## config.mk

```make
export PLATFORM = sky130hd
export DESIGN_NAME = http_request_tokenizer_unit_flat
export DESIGN_NICKNAME = d
export VERILOG_FILES = /design/src/rtl/httok_pkg.sv /design/src/rtl/httok_if.sv /design/src/rtl/httok_front.sv /design/src/rtl/httok_fifo.sv /design/src/rtl/httok_back.sv /design/src/rtl/http_request_tokenizer_unit.sv /design/src/flat_wrapper.sv
export SDC_FILE = /design/constraint.sdc
export NUM_CORES = 1
export LEC_CHECK = 0
export ABC_AREA = 1
export BUFFER_PORTS_ARGS = -buffer_cell sky130_fd_sc_hd__buf_2
export CORE_UTILIZATION = 60
export DETAILED_ROUTE_END_ITERATION = 8
export PLACE_DENSITY = 0.84
export SYNTH_ARGS = -nofsm -noshare
export SYNTH_HDL_FRONTEND = slang
export SYNTH_HIERARCHICAL = 1
export SYNTH_SLANG_ARGS = --single-unit
```

## constraint.sdc

```tcl
create_clock -name clk_i -period 4.2 [get_ports clk_i]
set_input_delay 0.84 -clock clk_i [delete_from_list [all_inputs] [get_ports clk_i]]
set_output_delay 0.84 -clock clk_i [all_outputs]
set_load 0.005 [all_outputs]
```

## src/rtl/httok_pkg.sv

```systemverilog
package httok_pkg;

  // Result kinds
  localparam logic [1:0] KIND_DATA    = 2'd0;
  localparam logic [1:0] KIND_END     = 2'd1;
  localparam logic [1:0] KIND_DISCARD = 2'd2;

  // Field codes
  localparam logic [2:0] FLD_METHOD  = 3'd0;
  localparam logic [2:0] FLD_URI     = 3'd1;
  localparam logic [2:0] FLD_VERSION = 3'd2;
  localparam logic [2:0] FLD_HNAME   = 3'd3;
  localparam logic [2:0] FLD_HVALUE  = 3'd4;
  localparam logic [2:0] FLD_BODY    = 3'd5;

  // Characters of interest
  localparam logic [7:0] CH_SP    = 8'h20;
  localparam logic [7:0] CH_TAB   = 8'h09;
  localparam logic [7:0] CH_FF    = 8'h0C;
  localparam logic [7:0] CH_VT    = 8'h0B;
  localparam logic [7:0] CH_CR    = 8'h0D;
  localparam logic [7:0] CH_LF    = 8'h0A;
  localparam logic [7:0] CH_COLON = 8'h3A;

  // Queue entry: what the front decided about one accepted byte
  typedef struct packed {
    logic       first;      // restart the parse before any feed
    logic       feed_cr;    // a held lone CR is fed first
    logic       feed_main;  // the byte itself (or a line end) is fed
    logic       line_end;   // main feed is a CR LF pair
    logic [7:0] byte_value;
  } tok_entry_t;

  function automatic logic is_sep(input logic [7:0] c);
    return (c == CH_SP) || (c == CH_TAB) || (c == CH_FF) || (c == CH_VT) || (c == CH_CR);
  endfunction

endpackage

```

## src/rtl/httok_if.sv

```systemverilog
// Byte stream into the tokenizer
interface httok_in_if;
  logic       valid;
  logic       ready;
  logic [7:0] byte_value;
  logic       first;
  logic       final_req;

  modport source (output valid, output byte_value, output first, output final_req,
                  input ready);
  modport sink   (input valid, input byte_value, input first, input final_req,
                  output ready);
endinterface

// Result stream out of the tokenizer
interface httok_out_if #(
  parameter int unsigned LEN_W = 9,
  parameter int unsigned HDR_W = 5
);
  logic             valid;
  logic             ready;
  logic [1:0]       kind;
  logic [2:0]       field;
  logic [7:0]       data_byte;
  logic [LEN_W-1:0] length;
  logic [HDR_W-1:0] header_number;
  logic             overflow;
  logic             done_res;
  logic             run_end;

  modport source (output valid, output kind, output field, output data_byte,
                  output length, output header_number, output overflow,
                  output done_res, output run_end, input ready);
  modport sink   (input valid, input kind, input field, input data_byte,
                  input length, input header_number, input overflow,
                  input done_res, input run_end, output ready);
endinterface

```

## src/rtl/httok_front.sv

```systemverilog
// Front end: accepts bytes, handles the CR lookahead and classifies feeds.
module httok_front
  import httok_pkg::*;
(
  input  logic         clk_i,
  input  logic         rst_ni,
  httok_in_if.sink     req_i,
  input  logic         full_i,
  output logic         push_o,
  output tok_entry_t   entry_o
);

  logic cr_q, cr_d;
  logic held, is_cr, is_lf, accept;

  assign held   = cr_q & ~req_i.first;
  assign is_cr  = (req_i.byte_value == CH_CR);
  assign is_lf  = (req_i.byte_value == CH_LF);
  assign accept = req_i.valid & req_i.ready;

  assign req_i.ready = ~full_i;

  // Work out which feeds this byte causes
  always_comb begin
    entry_o.first      = req_i.first;
    entry_o.byte_value = req_i.byte_value;
    entry_o.feed_cr    = 1'b0;
    entry_o.feed_main  = 1'b0;
    entry_o.line_end   = 1'b0;
    cr_d               = 1'b0;
    if (held) begin
      if (is_lf) begin
        entry_o.feed_main = 1'b1;
        entry_o.line_end  = 1'b1;
      end else begin
        entry_o.feed_cr = 1'b1;
        if (is_cr && !req_i.final_req) begin
          cr_d = 1'b1;
        end else begin
          entry_o.feed_main = 1'b1;
        end
      end
    end else if (is_cr && !req_i.final_req) begin
      cr_d = 1'b1;
    end else begin
      entry_o.feed_main = 1'b1;
    end
  end

  // Only bytes that change something go into the queue
  assign push_o = accept & (entry_o.first | entry_o.feed_cr | entry_o.feed_main);

  always_ff @(posedge clk_i or negedge rst_ni) begin
    if (!rst_ni) begin
      cr_q <= 1'b0;
    end else if (accept) begin
      cr_q <= cr_d;
    end
  end

endmodule

```

## src/rtl/httok_fifo.sv

```systemverilog
// Short queue of classified bytes between front and back.
module httok_fifo
  import httok_pkg::*;
#(
  parameter int unsigned DEPTH = 4
) (
  input  logic       clk_i,
  input  logic       rst_ni,
  input  logic       push_i,
  input  tok_entry_t entry_i,
  output logic       full_o,
  input  logic       pop_i,
  output tok_entry_t entry_o,
  output logic       valid_o
);

  localparam int unsigned PTR_W = (DEPTH > 1) ? $clog2(DEPTH) : 1;
  localparam int unsigned CNT_W = $clog2(DEPTH + 1);

  tok_entry_t       mem_q [DEPTH];
  logic [PTR_W-1:0] wr_ptr_q, rd_ptr_q;
  logic [CNT_W-1:0] cnt_q;
  logic             push_ok, pop_ok;

  assign full_o  = (cnt_q == CNT_W'(DEPTH));
  assign valid_o = (cnt_q != '0);
  assign push_ok = push_i & ~full_o;
  assign pop_ok  = pop_i & valid_o;
  assign entry_o = mem_q[rd_ptr_q];

  function automatic logic [PTR_W-1:0] ptr_inc(input logic [PTR_W-1:0] p);
    return (p == PTR_W'(DEPTH - 1)) ? '0 : p + 1'b1;
  endfunction

  // Storage
  always_ff @(posedge clk_i) begin
    if (push_ok) begin
      mem_q[wr_ptr_q] <= entry_i;
    end
  end

  // Pointers and fill level
  always_ff @(posedge clk_i or negedge rst_ni) begin
    if (!rst_ni) begin
      wr_ptr_q <= '0;
      rd_ptr_q <= '0;
      cnt_q    <= '0;
    end else begin
      if (push_ok) wr_ptr_q <= ptr_inc(wr_ptr_q);
      if (pop_ok)  rd_ptr_q <= ptr_inc(rd_ptr_q);
      if (push_ok && !pop_ok) begin
        cnt_q <= cnt_q + 1'b1;
      end else if (pop_ok && !push_ok) begin
        cnt_q <= cnt_q - 1'b1;
      end
    end
  end

endmodule

```

## src/rtl/httok_back.sv

```systemverilog
// Back end: field state machine, one feed a cycle unless a result waits on a full output register, registered result.
module httok_back
  import httok_pkg::*;
#(
  parameter int unsigned MAX_FIELD   = 256,
  parameter int unsigned MAX_HEADERS = 16
) (
  input  logic       clk_i,
  input  logic       rst_ni,
  input  tok_entry_t entry_i,
  input  logic       entry_valid_i,
  output logic       pop_o,
  httok_out_if.source res_o
);

  localparam int unsigned LEN_W = $clog2(MAX_FIELD + 1);
  localparam int unsigned HDR_W = $clog2(MAX_HEADERS + 1);
  localparam logic [LEN_W-1:0] MAX_LEN = LEN_W'(MAX_FIELD);
  localparam logic [HDR_W-1:0] MAX_HDR = HDR_W'(MAX_HEADERS);

  // Parse phases
  localparam logic [2:0] PH_METHOD  = 3'd0;
  localparam logic [2:0] PH_URI     = 3'd1;
  localparam logic [2:0] PH_VERSION = 3'd2;
  localparam logic [2:0] PH_HNAME   = 3'd3;
  localparam logic [2:0] PH_HVALUE  = 3'd4;
  localparam logic [2:0] PH_BODY    = 3'd5;
  localparam logic [2:0] PH_DONE    = 3'd6;

  typedef struct packed {
    logic             yield;
    logic [1:0]       kind;
    logic [2:0]       field;
    logic [7:0]       data;
    logic [LEN_W-1:0] len;
    logic             done;
    logic [2:0]       ph;
    logic [LEN_W-1:0] pos;
    logic [HDR_W-1:0] hdr;
    logic             ovf;
  } feed_res_t;

  // One feed of a character or a line end into the field state machine
  function automatic feed_res_t feed_step(
    input logic [2:0]       ph,
    input logic [LEN_W-1:0] pos,
    input logic [HDR_W-1:0] hdr,
    input logic             ovf,
    input logic             le,
    input logic [7:0]       c
  );
    feed_res_t        r;
    logic             full, sep, take_data, take_end;
    logic [2:0]       nxt;
    logic [LEN_W-1:0] d_pos;
    full      = (pos >= MAX_LEN);
    sep       = is_sep(c);
    d_pos     = full ? MAX_LEN : pos + 1'b1;
    take_data = 1'b0;
    take_end  = 1'b0;
    nxt       = ph;
    r.yield   = 1'b0;
    r.kind    = KIND_DATA;
    r.field   = ph;
    r.data    = '0;
    r.len     = pos;
    r.done    = 1'b0;
    r.ph      = ph;
    r.pos     = pos;
    r.hdr     = hdr;
    r.ovf     = ovf;
    case (ph)
      PH_METHOD, PH_URI: begin
        if (le || sep) begin
          take_end = 1'b1;
          nxt      = ph + 3'd1;
        end else begin
          take_data = 1'b1;
        end
      end
      PH_VERSION: begin
        if (le) begin
          take_end = 1'b1;
          nxt      = PH_HNAME;
        end else begin
          take_data = 1'b1;
        end
      end
      PH_HNAME: begin
        if (le) begin
          // empty line ends the headers; a partial name is dropped
          r.yield = (pos != '0);
          r.kind  = KIND_DISCARD;
          r.pos   = '0;
          r.ph    = PH_BODY;
        end else if (c == CH_COLON) begin
          if (hdr >= MAX_HDR) r.ovf = 1'b1;
          take_end = 1'b1;
          nxt      = PH_HVALUE;
        end else begin
          take_data = 1'b1;
        end
      end
      PH_HVALUE: begin
        if (le) begin
          take_end = 1'b1;
          nxt      = PH_HNAME;
          r.hdr    = (hdr < MAX_HDR) ? hdr + 1'b1 : hdr;
        end else if (!(pos == '0 && sep)) begin
          take_data = 1'b1;
        end
      end
      PH_BODY: begin
        if (le) begin
          take_end = 1'b1;
          nxt      = PH_DONE;
          r.done   = 1'b1;
        end else begin
          take_data = 1'b1;
        end
      end
      default: ;
    endcase
    if (take_data) begin
      r.yield = 1'b1;
      r.kind  = KIND_DATA;
      r.data  = c;
      r.pos   = d_pos;
      r.len   = d_pos;
      r.ovf   = ovf | full;
    end
    if (take_end) begin
      r.yield = 1'b1;
      r.kind  = KIND_END;
      r.len   = pos;
      r.pos   = '0;
      r.ph    = nxt;
    end
    return r;
  endfunction

  logic [2:0]       ph_q, st_ph;
  logic [LEN_W-1:0] pos_q, st_pos;
  logic [HDR_W-1:0] hdr_q, st_hdr;
  logic             ovf_q, st_ovf;
  logic             step_q;

  logic             use_cr, has_op, has_next, yield_a, out_free, go, run_end;
  logic             cur_le;
  logic [7:0]       cur_c;
  feed_res_t        res_a, res_b;

  logic             out_valid_q;
  logic [1:0]       kind_q;
  logic [2:0]       field_q;
  logic [7:0]       data_q;
  logic [LEN_W-1:0] len_q;
  logic [HDR_W-1:0] hdr_out_q;
  logic             ovf_out_q, done_q, run_end_q;

  // Starting state for this feed, with a request restart applied
  always_comb begin
    if (!step_q && entry_i.first) begin
      st_ph  = PH_METHOD;
      st_pos = '0;
      st_hdr = '0;
      st_ovf = 1'b0;
    end else begin
      st_ph  = ph_q;
      st_pos = pos_q;
      st_hdr = hdr_q;
      st_ovf = ovf_q;
    end
  end

  // Select the feed: a held CR goes before the byte
  assign use_cr   = ~step_q & entry_i.feed_cr;
  assign has_op   = use_cr | entry_i.feed_main;
  assign has_next = use_cr & entry_i.feed_main;
  assign cur_le   = use_cr ? 1'b0 : entry_i.line_end;
  assign cur_c    = use_cr ? CH_CR : entry_i.byte_value;

  assign res_a   = feed_step(st_ph, st_pos, st_hdr, st_ovf, cur_le, cur_c);
  // Lookahead at the second feed decides where run_end falls
  assign res_b   = feed_step(res_a.ph, res_a.pos, res_a.hdr, res_a.ovf,
                             entry_i.line_end, entry_i.byte_value);
  assign run_end = ~has_next | ~res_b.yield;

  assign yield_a  = has_op & res_a.yield;
  assign out_free = ~out_valid_q | res_o.ready;
  assign go       = entry_valid_i & (~yield_a | out_free);
  assign pop_o    = go & ~has_next;

  // Parse state
  always_ff @(posedge clk_i or negedge rst_ni) begin
    if (!rst_ni) begin
      ph_q   <= PH_METHOD;
      pos_q  <= '0;
      hdr_q  <= '0;
      ovf_q  <= 1'b0;
      step_q <= 1'b0;
    end else if (go) begin
      step_q <= has_next;
      if (has_op) begin
        ph_q  <= res_a.ph;
        pos_q <= res_a.pos;
        hdr_q <= res_a.hdr;
        ovf_q <= res_a.ovf;
      end else begin
        ph_q  <= st_ph;
        pos_q <= st_pos;
        hdr_q <= st_hdr;
        ovf_q <= st_ovf;
      end
    end
  end

  // Output register
  always_ff @(posedge clk_i or negedge rst_ni) begin
    if (!rst_ni) begin
      out_valid_q <= 1'b0;
    end else if (go && yield_a) begin
      out_valid_q <= 1'b1;
    end else if (res_o.ready) begin
      out_valid_q <= 1'b0;
    end
  end

  always_ff @(posedge clk_i) begin
    if (go && yield_a) begin
      kind_q    <= res_a.kind;
      field_q   <= res_a.field;
      data_q    <= res_a.data;
      len_q     <= res_a.len;
      hdr_out_q <= st_hdr;
      ovf_out_q <= res_a.ovf;
      done_q    <= res_a.done;
      run_end_q <= run_end;
    end
  end

  assign res_o.valid         = out_valid_q;
  assign res_o.kind          = kind_q;
  assign res_o.field         = field_q;
  assign res_o.data_byte     = data_q;
  assign res_o.length        = len_q;
  assign res_o.header_number = hdr_out_q;
  assign res_o.overflow      = ovf_out_q;
  assign res_o.done_res      = done_q;
  assign res_o.run_end       = run_end_q;

endmodule

```

## src/rtl/http_request_tokenizer_unit.sv

```systemverilog
// A byte reaches its first result through its queue entry and then the output register.
// Throughput: one byte per cycle while the queue has room; a byte that also releases a
// held lone CR is fed after it, an extra feed absorbed by the 4-entry queue. The parser
// does one feed and the output register one item per cycle unless res_o.ready is low.
// Reset: asynchronous, active low; clears parse state, CR hold, queue and output.
module http_request_tokenizer_unit
  import httok_pkg::*;
#(
  parameter int unsigned MAX_FIELD   = 256,
  parameter int unsigned MAX_HEADERS = 16,
  parameter int unsigned QUEUE_DEPTH = 4
) (
  input  logic        clk_i,
  input  logic        rst_ni,
  httok_in_if.sink    req_i,
  httok_out_if.source res_o
);

  tok_entry_t push_entry, head_entry;
  logic       push, full, head_valid, pop;

  httok_front u_front (
    .clk_i   (clk_i),
    .rst_ni  (rst_ni),
    .req_i   (req_i),
    .full_i  (full),
    .push_o  (push),
    .entry_o (push_entry)
  );

  httok_fifo #(
    .DEPTH (QUEUE_DEPTH)
  ) u_fifo (
    .clk_i   (clk_i),
    .rst_ni  (rst_ni),
    .push_i  (push),
    .entry_i (push_entry),
    .full_o  (full),
    .pop_i   (pop),
    .entry_o (head_entry),
    .valid_o (head_valid)
  );

  httok_back #(
    .MAX_FIELD   (MAX_FIELD),
    .MAX_HEADERS (MAX_HEADERS)
  ) u_back (
    .clk_i         (clk_i),
    .rst_ni        (rst_ni),
    .entry_i       (head_entry),
    .entry_valid_i (head_valid),
    .pop_o         (pop),
    .res_o         (res_o)
  );

endmodule

```

## src/flat_wrapper.sv

```systemverilog
// flat-port wrapper written by rule: the top's interface ports become plain ports
module http_request_tokenizer_unit_flat import httok_pkg::*;
#(
  parameter int unsigned MAX_FIELD   = 256,
  parameter int unsigned MAX_HEADERS = 16,
  parameter int unsigned QUEUE_DEPTH = 4
)
  (clk_i, rst_ni, req_i_valid, req_i_byte_value, req_i_first, req_i_final_req, req_i_ready, res_o_valid, res_o_kind, res_o_field, res_o_data_byte, res_o_length, res_o_header_number, res_o_overflow, res_o_done_res, res_o_run_end, res_o_ready);
  httok_in_if req_i_i ();
  httok_out_if res_o_i ();
  input  logic clk_i;
  input  logic rst_ni;
  input wire logic [$bits(req_i_i.valid)-1:0] req_i_valid;
  input wire logic [$bits(req_i_i.byte_value)-1:0] req_i_byte_value;
  input wire logic [$bits(req_i_i.first)-1:0] req_i_first;
  input wire logic [$bits(req_i_i.final_req)-1:0] req_i_final_req;
  output wire logic [$bits(req_i_i.ready)-1:0] req_i_ready;
  output wire logic [$bits(res_o_i.valid)-1:0] res_o_valid;
  output wire logic [$bits(res_o_i.kind)-1:0] res_o_kind;
  output wire logic [$bits(res_o_i.field)-1:0] res_o_field;
  output wire logic [$bits(res_o_i.data_byte)-1:0] res_o_data_byte;
  output wire logic [$bits(res_o_i.length)-1:0] res_o_length;
  output wire logic [$bits(res_o_i.header_number)-1:0] res_o_header_number;
  output wire logic [$bits(res_o_i.overflow)-1:0] res_o_overflow;
  output wire logic [$bits(res_o_i.done_res)-1:0] res_o_done_res;
  output wire logic [$bits(res_o_i.run_end)-1:0] res_o_run_end;
  input wire logic [$bits(res_o_i.ready)-1:0] res_o_ready;
  assign req_i_i.valid = req_i_valid;
  assign req_i_i.byte_value = req_i_byte_value;
  assign req_i_i.first = req_i_first;
  assign req_i_i.final_req = req_i_final_req;
  assign req_i_ready = req_i_i.ready;
  assign res_o_valid = res_o_i.valid;
  assign res_o_kind = res_o_i.kind;
  assign res_o_field = res_o_i.field;
  assign res_o_data_byte = res_o_i.data_byte;
  assign res_o_length = res_o_i.length;
  assign res_o_header_number = res_o_i.header_number;
  assign res_o_overflow = res_o_i.overflow;
  assign res_o_done_res = res_o_i.done_res;
  assign res_o_run_end = res_o_i.run_end;
  assign res_o_i.ready = res_o_ready;
  http_request_tokenizer_unit #(.MAX_FIELD(MAX_FIELD), .MAX_HEADERS(MAX_HEADERS), .QUEUE_DEPTH(QUEUE_DEPTH)) u_core (.clk_i(clk_i), .rst_ni(rst_ni), .req_i(req_i_i), .res_o(res_o_i));
endmodule
```

==> results.cfg <==
[status]
status = complete, no violations

[sta]
relSlewSlack_pct = 21.0
rsz0062_at_grt = false
finalSetupTns_ns = 0
period_share_pct = 92.5
fmax_mhz = 257
worst_slew_pin_slew_ns = 1.18
timing.hold.ws_ns = 0.476
timing_hold_violations_final = 0
layout_min_cycle_time_ns = 3.89
fin_worst_skew_ns = 0.0174
setup_viol = 0
drv_slew = 0

[run]
cap_violations = 0

[synth]
async_reset_ff_share_pct = 26.4
synth_ff_type = edfxtp_1
yosysMostFrequentCell = nand2_1
synth_top_cells_by_count = 184 x nand2_1, 90 x inv_1, 78 x edfxtp_1
yosys_warnings = 6
synth.area.top_cells = edfxtp_1 41%, dfrtp_1 12%, nand2_1 12%
yosysTopAreaCell = edfxtp_1
ys_seq_area_share_pct = 53.0
synth-edff-count = 78
syn-cell-area_sq_um = 5740
synth_seq_cells = 106
avgSynthCellArea_sq_um = 8.96
yosysTopAreaCellShare_pct = 40.8
syn_nets = 671
synth_cells = 641
ys_types = 37

[critical_path]
cp-end-kind = flop
cp_slowest_cell = dfrtp_1
crit_buf_inv = 5
crit_family = simple AND/OR/NAND/NOR gates
startpoint_type = flop
crit_required_ns = 4.45
worst-path-max-fanout = 16
path_class = reg2reg
cpPeakStageDelay_ns = 0.42
cp.arrival_ns = 4.14
cpMostUsedCell = nand2_1

[cts]
cts.htree.levels = 3
clk_pin_slew_ns = 0.11
postCtsSetupBuffers = 0
cts_inserted_buffers = 9
cts_tree = built
cts_sinks = 106
cts_resized = 0
holdBufCountCts = 0
clk_latency_ns = 0.39
cts_buffer_depth = 2
cts_root_buffer = clkbuf_8

[drt]
first_pass_iters = 5
vias = 4442
drt_wl_total_microns = 12100
drt.antenna.violating_nets = 0
first_iter_violations = 285
viasPerCell = 5.42
avgRoutedWirePerCell_microns = 14.7
drc = 0

[finish]
syn_to_final_growth_pct = 8.06
drive_gt1_share_pct = 16.2
final_nets = 716
fillerInstances = 759
antennaDiodeCount = 0

[placement]
hpwl_microns = 8770
io_buffers = 45
place_congestion = 0.918

[floorplanning]
initial_core_util_pct = 62.1
io_pins = 46
rows = 35
design.core.area_sq_um = 9240
die_h_microns = 99.8
die_w_microns = 99.8
die_area_sq_um = 9970

[grt]
grt_pass1_wl_microns = 19600
grt_use_total_pct = 25.7
grt_pass1_vias = 4242
antenna_found_initial = 0
overflow = 0
grt_max_degree = 36

[hold_path]
hold_path.class = in2async
## registers in the layout, indices dropped and copies added, names as in the netlist, 5 cells and up
name / flops
u_core/u_fifo/mem_q: 48
u_core/u_back/pos_q: 9
u_core/u_back/res_o.length: 9
u_core/u_back/res_o.data_byte: 8
u_core/u_back/hdr_q: 5
u_core/u_back/res_o.header_number: 5
## through the flow
stage               area (sq um)  utilization (%)  setup WS (ns)  std cells
floorplan                   5740                -          0.461        641
global placement            6010             65.1          0.549        804
detailed placement          6010             65.1          0.376        804
CTS                         6200             67.1          0.332        820
global route                6200             67.1        0.00374        820
finish                      6200             67.1          0.313        820
## layout make-up
type | count | area [sq um] | share of cell area, %
sequential | 106 | 3040 | 49.0
clock inverter | 7 | 62.6 | 1.01
clock buffer | 9 | 124 | 2.00
tap | 129 | 161 | 2.60
multi-input combinational | 408 | 2100 | 33.8
inverter | 102 | 383 | 6.17
timing repair buffer | 59 | 334 | 5.38
## layer usage
metal  vias to the layer above  GRT usage (%)  wire length, microns
li1                       2175              -                     -
met1                      2073           31.8                  5060
met2                       174           44.6                  6040
met3                        20           5.29                   775
met4                         0           9.50                   178
met5                         -              0                     0
## worst reg2reg max path: stages, from the launching register on
cell and delay, ns:
dfrtp_1 0.42, buf_4 0.22, o211ai_1 0.11, nand2_1 0.12, nand2_4 0.09, nand2_1 0.18, inv_2 0.11, ha_1 0.25
nand2_2 0.09, nand2_1 0.06, inv_2 0.05, nand2_1 0.07, nand2_1 0.07, nand2_1 0.07, inv_2 0.05, nand2_2 0.05
nor2_2 0.11, nand2_1 0.09, nand4_2 0.12, nand2_4 0.13, nor2_1 0.29, nand2_1 0.15, ha_1 0.21, inv_1 0.08
fa_1 0.41, nand2_1 0.07, o21ai_0 0.08
## worst paths after layout
path	start	to	slack (ns)	cells past startpoint
min	rst_ni	u_core/u_back/pos_q[8]$_DFFE_PN0P_	0.48	1
min reg2reg	u_core/u_back/ph_q[1]$_DFFE_PN0P_	u_core/u_back/ph_q[1]$_DFFE_PN0P_	0.50	2
min in group clk_i	u_core/u_back/ph_q[1]$_DFFE_PN0P_	u_core/u_back/ph_q[1]$_DFFE_PN0P_	0.50	2
max reg2reg	u_core/u_fifo/rd_ptr_q[0]$_DFFE_PN0P_	u_core/u_fifo/cnt_q[1]$_DFFE_PN0P_	0.31	26
max in group asynchronous	rst_ni	u_core/u_fifo/cnt_q[1]$_DFFE_PN0P_	3.28	1
max	u_core/u_fifo/rd_ptr_q[0]$_DFFE_PN0P_	u_core/u_fifo/cnt_q[1]$_DFFE_PN0P_	0.31	26
## cell usage in the layout (no fill, tap or decap), types with 3 or more instances in the layout
master      n
nand2_1   184
o211ai_1   25
buf_4      13
nand4_1    12
nand3_1    29
inv_2      12
nor3_1      8
xor2_1      5
o22ai_1     7
buf_2      45
ha_1       15
clkbuf_8    9
nand2_2     9
inv_1      89
nand2_4     3
dfrtp_1    28
o21ai_1    16
nor2_1     48
nor2_4      3
o21ai_0    25
edfxtp_1   78
## logic make-up after synthesis
kind of cell	share of synthesized area, %
fa+ha+maj	3.62
xor+xnor	0.915
compound gates	8.39
buf+inv	10.5
flops	53.0
simple gates	23.6
Power is not shown: default switching activity piles up to over one toggle a cycle in this logic, so the estimate is an artifact.
